## config.mk

```make
export PLATFORM = sky130hd
export DESIGN_NAME = base32_stream_codec_flat
export DESIGN_NICKNAME = d
export VERILOG_FILES = /design/src/rtl/b32_pkg.sv /design/src/rtl/b32_stream_ifs.sv /design/src/rtl/b32_front.sv /design/src/rtl/b32_queue.sv /design/src/rtl/b32_back.sv /design/src/rtl/base32_stream_codec.sv /design/src/flat_wrapper.sv
export SDC_FILE = /design/constraint.sdc
export NUM_CORES = 1
export LEC_CHECK = 0
export ABC_AREA = 1
export BUFFER_PORTS_ARGS = -buffer_cell sky130_fd_sc_hd__buf_2
export CORE_MARGIN = 4
export CORE_UTILIZATION = 57
export CTS_CLUSTER_DIAMETER = 150
export CTS_CLUSTER_SIZE = 40
export DETAILED_ROUTE_END_ITERATION = 16
export PLACE_DENSITY = 0.77
export SLEW_MARGIN = 20
export SYNTH_ARGS = -nofsm -noshare
export SYNTH_HDL_FRONTEND = slang
export SYNTH_SLANG_ARGS = --single-unit
```

## constraint.sdc

```tcl
create_clock -name clk -period 4.55 [get_ports clk]
set_clock_uncertainty 0.05 [all_clocks]
set_input_delay 0.91 -clock clk [delete_from_list [all_inputs] [get_ports clk]]
set_output_delay 0.91 -clock clk [all_outputs]
set_load 0.02 [all_outputs]
```

## src/rtl/b32_pkg.sv

```systemverilog
// ----------------------------------------------------------------------------
// b32_pkg
// Shared types, codes and the symbol table for the Base32 stream codec.
// ----------------------------------------------------------------------------
package b32_pkg;

  // Mode register values
  localparam logic MODE_ENC = 1'b0;
  localparam logic MODE_DEC = 1'b1;

  // Result status codes
  localparam logic [1:0] ST_OK      = 2'd0;
  localparam logic [1:0] ST_HIGH    = 2'd1;
  localparam logic [1:0] ST_ILLEGAL = 2'd2;

  // ASCII landmarks used by the decoder
  localparam logic [7:0] CH_UP_A  = 8'h41;
  localparam logic [7:0] CH_UP_Z  = 8'h5A;
  localparam logic [7:0] CH_LO_A  = 8'h61;
  localparam logic [7:0] CH_LO_Z  = 8'h7A;
  localparam logic [7:0] CH_TWO   = 8'h32;
  localparam logic [7:0] CH_SEVEN = 8'h37;
  localparam logic [7:0] CH_DASH  = 8'h2D;
  localparam logic [7:0] CH_EQ    = 8'h3D;

  // Default depth of the job queue between front and back
  localparam int B32_QDEPTH = 2;

  // One job: up to three result words from one accepted input word
  typedef struct packed {
    logic [1:0]      num;     // number of results, 1..3
    logic [1:0]      status;  // status shared by all results of the job
    logic [2:0][7:0] val;     // result values, slot 0 goes out first
  } b32_job_t;

  // Symbol table: 0..25 -> 'A'..'Z', 26..31 -> '2'..'7'
  function automatic logic [7:0] b32_sym(input logic [4:0] idx);
    logic [7:0] ch;
    if (idx < 5'd26) begin
      ch = CH_UP_A + {3'd0, idx};
    end else begin
      ch = CH_TWO + {3'd0, idx - 5'd26};
    end
    return ch;
  endfunction

endpackage

```

## src/rtl/b32_stream_ifs.sv

```systemverilog
// ----------------------------------------------------------------------------
// b32_stream_ifs
// Valid/ready stream interfaces for the input and result channels.
// ----------------------------------------------------------------------------
interface b32_in_if;
  logic       valid;
  logic       ready;
  logic [7:0] in_value;
  logic       in_last;

  modport source (output valid, in_value, in_last, input ready);
  modport sink   (input valid, in_value, in_last, output ready);
endinterface

interface b32_out_if;
  logic       valid;
  logic       ready;
  logic [7:0] out_value;
  logic [1:0] status;
  logic       run_last;

  modport source (output valid, out_value, status, run_last, input ready);
  modport sink   (input valid, out_value, status, run_last, output ready);
endinterface

```

## src/rtl/b32_front.sv

```systemverilog
// ----------------------------------------------------------------------------
// b32_front
// Accepts input words, holds mode and the bit accumulator, and turns each
// word into a job of zero to three results for the back end.
// ----------------------------------------------------------------------------
module b32_front
  import b32_pkg::*;
(
  input  logic     clk,
  input  logic     rst_n,
  input  logic     cfg_we,
  input  logic     cfg_wdata,
  b32_in_if.sink   in_ch,
  input  logic     q_full,
  output logic     push,
  output b32_job_t push_job
);

  logic        mode_r;
  logic [11:0] buf_r, buf_nxt;
  logic [2:0]  cnt_r, cnt_nxt;

  logic accept;

  // encode path
  logic [11:0] e_buf;
  logic [3:0]  e_cnt;
  logic [2:0]  c1, c2, psh;
  logic [4:0]  idx1, idx2, pidx;
  logic [6:0]  b1, b2;
  logic        has2, pad;

  // decode path
  logic        too_high, is_sym, is_skip;
  logic [4:0]  q;
  logic [11:0] d_buf;
  logic [3:0]  d_cnt;
  logic        has_byte;
  logic [2:0]  dc;
  logic [7:0]  dbyte;
  logic [6:0]  db;

  assign in_ch.ready = !q_full;
  assign accept      = in_ch.valid && !q_full;

  // encode: shift in a byte, peel off one or two 5-bit groups, pad on last
  always_comb begin
    e_buf = {buf_r[3:0], in_ch.in_value};
    e_cnt = {1'b0, cnt_r} + 4'd8;
    c1    = 3'(e_cnt - 4'd5);
    idx1  = 5'(e_buf >> c1);
    b1    = 7'(e_buf & ((12'd1 << c1) - 12'd1));
    has2  = (c1 >= 3'd5);
    idx2  = 5'(b1 >> (c1 - 3'd5));
    c2    = has2 ? (c1 - 3'd5) : c1;
    b2    = has2 ? (b1 & ((7'd1 << c2) - 7'd1)) : b1;
    pad   = in_ch.in_last && (c2 != 3'd0) && (c2 < 3'd5);
    psh   = 3'd5 - c2;
    pidx  = 5'(b2 << psh);
  end

  // decode: classify the character, shift in 5 bits, emit a full byte
  always_comb begin
    too_high = (in_ch.in_value > CH_LO_Z);
    is_sym   = 1'b1;
    q        = 5'd0;
    if (in_ch.in_value >= CH_UP_A && in_ch.in_value <= CH_UP_Z) begin
      q = 5'(in_ch.in_value - CH_UP_A);
    end else if (in_ch.in_value >= CH_LO_A && in_ch.in_value <= CH_LO_Z) begin
      q = 5'(in_ch.in_value - CH_LO_A);
    end else if (in_ch.in_value >= CH_TWO && in_ch.in_value <= CH_SEVEN) begin
      q = 5'(in_ch.in_value - CH_TWO + 8'd26);
    end else begin
      is_sym = 1'b0;
    end
    is_skip  = (in_ch.in_value == CH_DASH) || (in_ch.in_value == CH_EQ);
    d_buf    = {buf_r[6:0], q};
    d_cnt    = {1'b0, cnt_r} + 4'd5;
    has_byte = (d_cnt >= 4'd8);
    dbyte    = 8'(d_buf >> (d_cnt - 4'd8));
    dc       = has_byte ? 3'(d_cnt - 4'd8) : d_cnt[2:0];
    db       = has_byte ? 7'(d_buf & ((12'd1 << dc) - 12'd1)) : d_buf[6:0];
  end

  // job build and accumulator next state
  always_comb begin
    buf_nxt         = buf_r;
    cnt_nxt         = cnt_r;
    push_job.num    = 2'd0;
    push_job.status = ST_OK;
    push_job.val    = '0;
    if (mode_r == MODE_ENC) begin
      push_job.val[0] = b32_sym(idx1);
      if (has2) begin
        push_job.val[1] = b32_sym(idx2);
        push_job.val[2] = b32_sym(pidx);
      end else begin
        push_job.val[1] = b32_sym(pidx);
      end
      push_job.num = 2'd1 + {1'b0, has2} + {1'b0, pad};
      buf_nxt      = {5'd0, b2};
      cnt_nxt      = c2;
    end else if (too_high) begin
      push_job.num    = 2'd1;
      push_job.status = ST_HIGH;
    end else if (is_sym) begin
      push_job.val[0] = dbyte;
      push_job.num    = {1'b0, has_byte};
      buf_nxt         = {5'd0, db};
      cnt_nxt         = dc;
    end else if (!is_skip) begin
      push_job.num    = 2'd1;
      push_job.status = ST_ILLEGAL;
    end
    if (in_ch.in_last) begin
      buf_nxt = '0;
      cnt_nxt = '0;
    end
  end

  assign push = accept && (push_job.num != 2'd0);

  // mode and accumulator; a mode write clears the accumulator
  always_ff @(posedge clk) begin
    if (!rst_n) begin
      mode_r <= MODE_ENC;
      buf_r  <= '0;
      cnt_r  <= '0;
    end else if (cfg_we) begin
      mode_r <= cfg_wdata;
      buf_r  <= '0;
      cnt_r  <= '0;
    end else if (accept) begin
      buf_r <= buf_nxt;
      cnt_r <= cnt_nxt;
    end
  end

endmodule

```

## src/rtl/b32_queue.sv

```systemverilog
// ----------------------------------------------------------------------------
// b32_queue
// Small job FIFO that decouples the front end from the result serializer.
// ----------------------------------------------------------------------------
module b32_queue
  import b32_pkg::*;
#(
  parameter int DEPTH = B32_QDEPTH
) (
  input  logic     clk,
  input  logic     rst_n,
  input  logic     push,
  input  b32_job_t push_job,
  output logic     full,
  input  logic     pop,
  output logic     q_valid,
  output b32_job_t q_job
);

  localparam int PW = (DEPTH > 1) ? $clog2(DEPTH) : 1;
  localparam int CW = $clog2(DEPTH + 1);

  b32_job_t        mem_r [DEPTH];
  logic [PW-1:0]   wr_ptr_r, rd_ptr_r;
  logic [CW-1:0]   count_r;
  logic            do_push, do_pop;

  assign full    = (count_r == CW'(DEPTH));
  assign q_valid = (count_r != '0);
  assign q_job   = mem_r[rd_ptr_r];
  assign do_push = push && !full;
  assign do_pop  = pop && q_valid;

  // storage
  always_ff @(posedge clk) begin
    if (do_push) begin
      mem_r[wr_ptr_r] <= push_job;
    end
  end

  // pointers and fill level
  always_ff @(posedge clk) begin
    if (!rst_n) begin
      wr_ptr_r <= '0;
      rd_ptr_r <= '0;
      count_r  <= '0;
    end else begin
      if (do_push) begin
        wr_ptr_r <= (wr_ptr_r == PW'(DEPTH - 1)) ? '0 : wr_ptr_r + 1'b1;
      end
      if (do_pop) begin
        rd_ptr_r <= (rd_ptr_r == PW'(DEPTH - 1)) ? '0 : rd_ptr_r + 1'b1;
      end
      if (do_push && !do_pop) begin
        count_r <= count_r + 1'b1;
      end else if (do_pop && !do_push) begin
        count_r <= count_r - 1'b1;
      end
    end
  end

endmodule

```

## src/rtl/b32_back.sv

```systemverilog
// ----------------------------------------------------------------------------
// b32_back
// Takes jobs from the queue and sends their results one word per cycle while
// out_ch is ready, flagging run_last on the final word of each job.
// ----------------------------------------------------------------------------
module b32_back
  import b32_pkg::*;
(
  input  logic      clk,
  input  logic      rst_n,
  input  logic      q_valid,
  input  b32_job_t  q_job,
  output logic      pop,
  b32_out_if.source out_ch
);

  b32_job_t   job_r;
  logic [1:0] idx_r;
  logic       busy_r;
  logic       is_last;
  logic       done;

  assign is_last = (idx_r == (job_r.num - 2'd1));
  assign done    = busy_r && out_ch.ready && is_last;
  assign pop     = q_valid && (!busy_r || done);

  // output words come straight from the held job
  assign out_ch.valid     = busy_r;
  assign out_ch.out_value = job_r.val[idx_r];
  assign out_ch.status    = job_r.status;
  assign out_ch.run_last  = is_last;

  // job payload
  always_ff @(posedge clk) begin
    if (pop) begin
      job_r <= q_job;
    end
  end

  // slot index and busy flag
  always_ff @(posedge clk) begin
    if (!rst_n) begin
      busy_r <= 1'b0;
      idx_r  <= '0;
    end else if (pop) begin
      busy_r <= 1'b1;
      idx_r  <= '0;
    end else if (busy_r && out_ch.ready) begin
      if (is_last) begin
        busy_r <= 1'b0;
      end else begin
        idx_r <= idx_r + 2'd1;
      end
    end
  end

endmodule

```

## src/rtl/base32_stream_codec.sv

```systemverilog
// ----------------------------------------------------------------------------
// base32_stream_codec
// Base32 encoder/decoder on a bit accumulator, front end and result
// serializer joined by a job queue.
// ----------------------------------------------------------------------------
//  channel  | dir | handshake     | word
//  ---------+-----+---------------+-------------------------------------
//  in_ch    | in  | valid/ready   | in_value[7:0], in_last
//  out_ch   | out | valid/ready   | out_value[7:0], status[1:0], run_last
//  cfg      | in  | cfg_we        | cfg_wdata (mode: 0 encode, 1 decode)
//
//  An input word becomes a job of zero to three results in its accept cycle;
//  the job is registered in the queue, then in the serializer, before it is driven.
//  One result leaves per cycle while out_ch is ready; encode averages 1.6
//  results per input word, decode at most 1.
//  Input stalls only when the job queue is full; output stalls hold the word.
//  rst_n is synchronous: mode returns to encode, accumulator and queue clear.
// ----------------------------------------------------------------------------
module base32_stream_codec
  import b32_pkg::*;
#(
  parameter int QUEUE_DEPTH = B32_QDEPTH
) (
  input  logic      clk,
  input  logic      rst_n,
  input  logic      cfg_we,
  input  logic      cfg_wdata,
  b32_in_if.sink    in_ch,
  b32_out_if.source out_ch
);

  logic     q_full, push, pop, q_valid;
  b32_job_t push_job, q_job;

  // classify and build jobs
  b32_front u_front (
    .clk       (clk),
    .rst_n     (rst_n),
    .cfg_we    (cfg_we),
    .cfg_wdata (cfg_wdata),
    .in_ch     (in_ch),
    .q_full    (q_full),
    .push      (push),
    .push_job  (push_job)
  );

  // job queue
  b32_queue #(
    .DEPTH (QUEUE_DEPTH)
  ) u_queue (
    .clk      (clk),
    .rst_n    (rst_n),
    .push     (push),
    .push_job (push_job),
    .full     (q_full),
    .pop      (pop),
    .q_valid  (q_valid),
    .q_job    (q_job)
  );

  // result serializer
  b32_back u_back (
    .clk     (clk),
    .rst_n   (rst_n),
    .q_valid (q_valid),
    .q_job   (q_job),
    .pop     (pop),
    .out_ch  (out_ch)
  );

endmodule
```

## src/flat_wrapper.sv

```systemverilog
// flat-port wrapper written by rule: the top's interface ports become plain ports
module base32_stream_codec_flat import b32_pkg::*;
#(
  parameter int QUEUE_DEPTH = B32_QDEPTH
)
  (clk, rst_n, cfg_we, cfg_wdata, in_ch_valid, in_ch_in_value, in_ch_in_last, in_ch_ready, out_ch_valid, out_ch_out_value, out_ch_status, out_ch_run_last, out_ch_ready);
  b32_in_if in_ch_i ();
  b32_out_if out_ch_i ();
  input  logic clk;
  input  logic rst_n;
  input  logic cfg_we;
  input  logic cfg_wdata;
  input wire logic [$bits(in_ch_i.valid)-1:0] in_ch_valid;
  input wire logic [$bits(in_ch_i.in_value)-1:0] in_ch_in_value;
  input wire logic [$bits(in_ch_i.in_last)-1:0] in_ch_in_last;
  output wire logic [$bits(in_ch_i.ready)-1:0] in_ch_ready;
  output wire logic [$bits(out_ch_i.valid)-1:0] out_ch_valid;
  output wire logic [$bits(out_ch_i.out_value)-1:0] out_ch_out_value;
  output wire logic [$bits(out_ch_i.status)-1:0] out_ch_status;
  output wire logic [$bits(out_ch_i.run_last)-1:0] out_ch_run_last;
  input wire logic [$bits(out_ch_i.ready)-1:0] out_ch_ready;
  assign in_ch_i.valid = in_ch_valid;
  assign in_ch_i.in_value = in_ch_in_value;
  assign in_ch_i.in_last = in_ch_in_last;
  assign in_ch_ready = in_ch_i.ready;
  assign out_ch_valid = out_ch_i.valid;
  assign out_ch_out_value = out_ch_i.out_value;
  assign out_ch_status = out_ch_i.status;
  assign out_ch_run_last = out_ch_i.run_last;
  assign out_ch_i.ready = out_ch_ready;
  base32_stream_codec #(.QUEUE_DEPTH(QUEUE_DEPTH)) u_core (.clk(clk), .rst_n(rst_n), .cfg_we(cfg_we), .cfg_wdata(cfg_wdata), .in_ch(in_ch_i), .out_ch(out_ch_i));
endmodule
```

; Word level (Yosys, flattened, before mapping)
; Memory sizes are Yosys's and may differ from the RTL's. A register that Yosys moved wholly into a read port is not among the register bits.
; Index checks and enable logic that the tools add are counted.
[totals]
ff_bits = 18
ramBits = 56
inputBits = 15
out_inout_bits = 13
wordCells = 146
n_memories = 1
[op_classes]
n_addsub = 30
order_cmp = 14
eq_ne = 6
shift = 7
muxes = 44
n_bitwise = 5
n_reduce_logical = 31
[memory_table]
columns = memory, depth, word_bits, read_ports, rd_ports_with_merged_regs, wr, line_no
row1 = u_core.u_queue.mem_r, 2, 28, 1, 1, 1, b32_queue.sv:23  ; b32_job_t mem_r [DEPTH];
[ops]
columns = operator, n
row1 = two-way mux 8 bit, 9
row2 = two-way mux 7 bit, 6
row3 = adder 7 x 5 -> 8 bit (first input constant), 3
row4 = adder 6 x 5 -> 7 bit (first input constant), 3
row5 = AND 7 bit, 3
row6 = two-way mux 3 bit, 7
row7 = << shifter 1 x 3 -> 7 bit (first input constant), 3
row8 = subtractor 7 x 1 -> 7 bit (second input constant), 3
row9 = subtractor 5 bit (second input constant), 4
row10 = binary-select mux 8 bit (select 2 bit), 1
row11 = == test 8 x 6 -> 1 bit (second input constant), 2
row12 = >= comparator 8 x 7 -> 1 bit (second input constant), 2
row13 = <= comparator 8 x 7 -> 1 bit (second input constant), 2
row14 = two-way mux 16 bit, 1
row15 = less-than comparator 5 bit (second input constant), 3
row16 = two-way mux 5 bit, 3
row17 = logical AND 1 bit, 14
row18 = >> shifter 12 x 3 -> 5 bit, 1
row19 = >> shifter 12 x 4 -> 8 bit, 1
row20 = two-way mux 1 bit, 11
row21 = two-way mux 2 bit, 5
row22 = nonzero test 2 bit, 5
row23 = subtractor 5 x 1 -> 5 bit (second input constant), 2
row24 = >= comparator 8 x 6 -> 1 bit (second input constant), 1
row25 = 31 further kinds, 42

; Logic depth before layout (Yosys ltp)
[logic_depth]
ltp_word = 16
ltp_mapped = 30
depth_no_buf = 26

; Modules after synthesis
; A second synthesis with hierarchy kept.
[unflattened]
cells_unflattened = 895
hier_area_um2 = 7233.2
[by_module_without_submodules]
columns = module, n_inst, cells_each, area_per_inst_um2, seq_area_each_um2
row1 = b32_front, 1, 670, 3618.5, 220.2
row2 = b32_queue, 1, 124, 2368.5, 1781.7
row3 = b32_back, 1, 101, 1246.2, 900.9

; Worst setup path before layout
; OpenSTA, ideal clock, no wires.
[synth_timing]
path_type = register to register
start = reg u_core.u_front.cnt_r[0]
end = mem u_core.u_queue.mem_r[0][0] in the netlist's numbering (enable)
setup_time_ns = 0.409
arrival_ns = 3.981
t_required_ns = 4.091
setup_slack_ns = 0.110
path_stages_with_launch = 20
path_buffers = 4
period_less_slack_ns = 4.440
cell_sequence = dfxtp_1 -> buf_4 -> inv_1 -> buf_4 -> clkbuf_1 -> ha_1 -> inv_1 -> nand2_4 -> nand2_8 -> buf_8 -> o21a_1 -> ha_1 -> a21oi_1 -> o211ai_1 -> ha_1 -> nand2_1 -> nand2_1 -> nand2_1 -> nand2_1 -> nor2_1
[synth_via]
elab_chain_cells = 14
elab_cells_between_ends = 21
classes_between = 6 x add/sub / 3 x order compare / 6 x mux / 6 x reduce/logical
[synth_rtl]
columns = item, line_no
row1 = from (decl), b32_front.sv:21  ; logic [2:0] cnt_r, cnt_nxt;
row2 = from (signal assigned), b32_front.sv:135  ; cnt_r <= cnt_nxt;
row3 = branches (longest 8 deep; another with adder 3 x 1 -> 3 bit), --
row4 = two-way mux 2 bit (*), b32_front.sv:92  ; if (mode_r == MODE_ENC) begin
row5 = nonzero test 2 bit (*), b32_front.sv:121  ; assign push = accept && (push_job.num != 2'd0);
row6 = logical AND 1 bit (*), b32_front.sv:121
row7 = logical AND 1 bit (*), b32_queue.sv:31  ; assign do_push = push && !full;
row8 = two-way mux 1 bit (*), b32_queue.sv:36  ; if (do_push) begin
row9 = two-way mux 1 bit (implied by the code) (*), b32_queue.sv:37  ; mem_r[wr_ptr_r] <= push_job;
row10 = to (decl), b32_queue.sv:23
; Mark *: on every way between the ends.

==> results.md <==
* Status: finished, final reports clean
* Num ports at 28
* Drt drc at 0
* Die Ht at 118 um
* Final instance area at 0.00743 mm2
* F_max at 242 MHz
* Met1 Use GR at 33.5%
* CP endpoint kind: flop
* Hold_buf cts at 0
* Net Count, Synth at 962
* CTS clk-pin slew, worst paths at 0.06 ns
* Reg2Reg Depth at 24
* Global Route Usage Sum at 23.2%
* CTS tree: done
* Main synth FF type: edfxtp_1
* Layout cells sized above 1 at 14.2%
* Number of DRC markers in iteration 0 at 526
* Crit Path Max Fanout at 11
* Tmin final at 4.14 ns
* Cells after synthesis at 919
* Post-Place Worst Slack at 0.405 ns
* Worst Hold Launch: u_core.u_front.buf_r[2]
* Post-CTS sizing at 0
* Hold Vio Cnt, Final at 0
* Reg-to-reg slack, setup at 0.41 ns
* Routed Antenna Nets at 0
* Worst Tran Pin Value at 0.729 ns
* Share of the synthesized area in the top cell type at 33.7%
* Inserted Diodes at 0
* Yosys warns at 0
* Met3 GRT Util at 2.92%
* Global-route wire length before repair at 26.6 mm
* Drt total wl at 16.3 mm
* Seq/Total Area, Yosys at 38.9%
* Leakage at 3.18 nW
* Largest net degree at the start of global routing at 31
* Setup crit start kind: flop
* Req. time, crit path at 4.59 ns
* Clock tree buffer depth at 2
* Initial antenna violation count at 0
* Initial Utilization at 58.0%
* GPL Wtd Cong at 0.954
* RSZ-0062 raised after global routing: false
* Top Usage Layer GRT: met2
* Mapped Avg Cell Area at 7.55 um2
* Unique masters post-synth at 53
* Vias per cell at 5.60
* Area after DPL at 0.00717 mm2
* Final period utilization at 91.0%
* Grt ovf at 0
* Type of the tightest min-delay check: reg -> reg
* Hold endpoint: u_core.u_front.buf_r[2]
* Number of enable flip-flop cells after synthesis at 78
* Via count at 6078
* P&R area growth vs syn at 7.03%
* Max_cap viols at 0
* Setup Viol. Count Final at 0
* Placed Cells at 1070
* Async S/R FF share, synth at 0%
* Dpl hpwl at 12.4 mm
* WL/cell at 15.0 um
* Clk_lat worst skew at 0.33 ns
* Cell taking the most area after synthesis: edfxtp_1
* Count leader, synth: nand2_1
* Post-synth top cells: nand2_1, edfxtp_1, inv_1, nand3_1, nor2_1
* Synth Register Bits at 96
* Reg-to-Reg End: u_core.u_queue.mem_r[0][8]
* PwrDens at 474 mW/mm2
* Hold depth at 2
* Full die area at 0.0140 mm2
* Post-CTS setup buffer count at 0
* Worst r2r src: u_core.u_front.cnt_r[1]
* Grt met2 use at 37.1%
* Setup ws final at 0.411 ns
* Worst setup path category: reg -> reg
* Crit path from: u_core.u_front.cnt_r[1]
* PortBufs at 27
* Non-filler instance count after layout at 1086
* FP Rows at 40
* Final Net Count at 977
* Vias in the first global route at 5432
* CTS sink count at 96
* Max-slew violations at 0
* Synth top area cells: edfxtp_1, nand2_1, nand3_1
* Total power at 0.00352 W
* Chip Width at 118 um
* Arr. time, crit path at 4.18 ns
* TritonCTS Buffers at 9
* Setup TNS at 0 ns
* Post-Syn Area at 0.00694 mm2
* CTS root buf: clkbuf_16
* H-tree Lvls at 3
* First-pass DRT Iterations at 5
* Max VDD drop at 234 uV
* Normalized max-slew margin at 51.1%
* Core area at 0.0120 mm2
==> cells by family (layout without fill, tap and decap cells) <==
| group | after synthesis | after routing | synth area share [%] |
|---|---|---|---|
| flip-flops | 96 | 96 | 38.9 |
| adder cells (fa/ha/maj) | 28 | 28 | 5.05 |
| buffers and inverters | 128 | 148 | 7.80 |
| AO/OA/AOI/OAI | 160 | 160 | 13.6 |
| AND/OR/NAND/NOR | 495 | 495 | 33.0 |
| XOR/XNOR | 12 | 12 | 1.62 |
==> metrics by stage <==
| step | hold WS (ns) | util (%) |
|---|---|---|
| final | 0.422 | 62.1 |
| after detailed placement | 0.412 | 59.9 |
| after global placement | 0.405 | 59.9 |
| after global routing | 0.430 | 62.1 |
| after CTS | 0.422 | 62.1 |
| after floorplan | 0.393 | - |
==> power by group <==
group | switching [W] | leakage (nW) | total, W | internal, W
clock network | 0.000294 | 0.130 | 0.000663 | 0.000369
registers | 0.0000803 | 0.881 | 0.00137 | 0.00129
logic | 0.00104 | 2.17 | 0.00148 | 0.000448
total | 0.00141 | 3.18 | 0.00352 | 0.00211
==> worst max-delay path by stage <==
stage | end | slack (ns) | cells past startpoint
after floorplan | u_core.u_queue.mem_r[0][0] | 0.11 | 19
after global placement | u_core.u_queue.mem_r[0][8] | 0.48 | 24
after detailed placement | u_core.u_queue.mem_r[1][8] | 0.40 | 24
after CTS | u_core.u_queue.mem_r[0][8] | 0.39 | 24
after global routing | u_core.u_queue.mem_r[1][8] | 0.002 | 24
final | u_core.u_queue.mem_r[0][8] | 0.41 | 24
==> critical path, stage by stage, from the launching register on <==
cell     delay, ns
dfxtp_1       0.44
inv_1         0.15
ha_1          0.27
nor2_4        0.24
inv_2         0.13
nand3_1       0.14
nand2_2       0.20
nor2_4        0.22
nand2_1       0.10
ha_1          0.31
nand2_1       0.06
nand2_1       0.06
inv_1         0.08
nand2_1       0.06
nand3_1       0.15
nand3_4       0.12
inv_2         0.09
ha_1          0.13
inv_1         0.04
nor2_1        0.24
inv_1         0.15
xor2_1        0.24
a21oi_1       0.09
nand2_1       0.07
inv_1         0.05
==> flip-flops by register name, indices dropped and copies added, names as in the netlist <==
register	flops
u_core.u_queue.rd_ptr_r	1
u_core.u_queue.mem_r	52
u_core.u_back.out_ch.status	2
u_core.u_queue.count_r	2
u_core.u_back.out_ch.valid	1
u_core.u_front.cnt_r	3
u_core.u_front.mode_r	1
u_core.u_back.idx_r	2
u_core.u_back.job_r	24
u_core.u_queue.wr_ptr_r	1
u_core.u_front.buf_r	7
==> routing by layer <==
metal  share of wire (%)  routed length [um]
met1                  46                7510
met2                  47                7580
met3                 5.8                 944
met4                 1.4                 235
met5                   0                   0
==> final cells by class <==
cell class,count,area [um2]
inverters,93,349
clock buffers,12,236
clock inverters,4,23.8
flip-flops and latches,96,2700
multi-input cells,695,3710
well taps,147,184
repair buffers,39,225
fillers,1084,4530
==> cell usage in the layout, fill, tap and decap left out, types with 6 or more instances in the layout <==
master,instances
o31ai_1,10
nor2_2,9
inv_2,14
nand3_1,74
nand2_2,20
clkbuf_16,9
nand4_1,13
a21oi_1,42
edfxtp_1,78
nand3_2,8
o211ai_1,16
o21ai_1,13
dfxtp_1,18
nor2_4,6
buf_4,12
nor2_1,73
or2_2,6
inv_1,76
o21ai_0,56
ha_1,28
xor2_1,7
nand2_1,269
buf_2,27
Power figures use the tool's default switching activity.
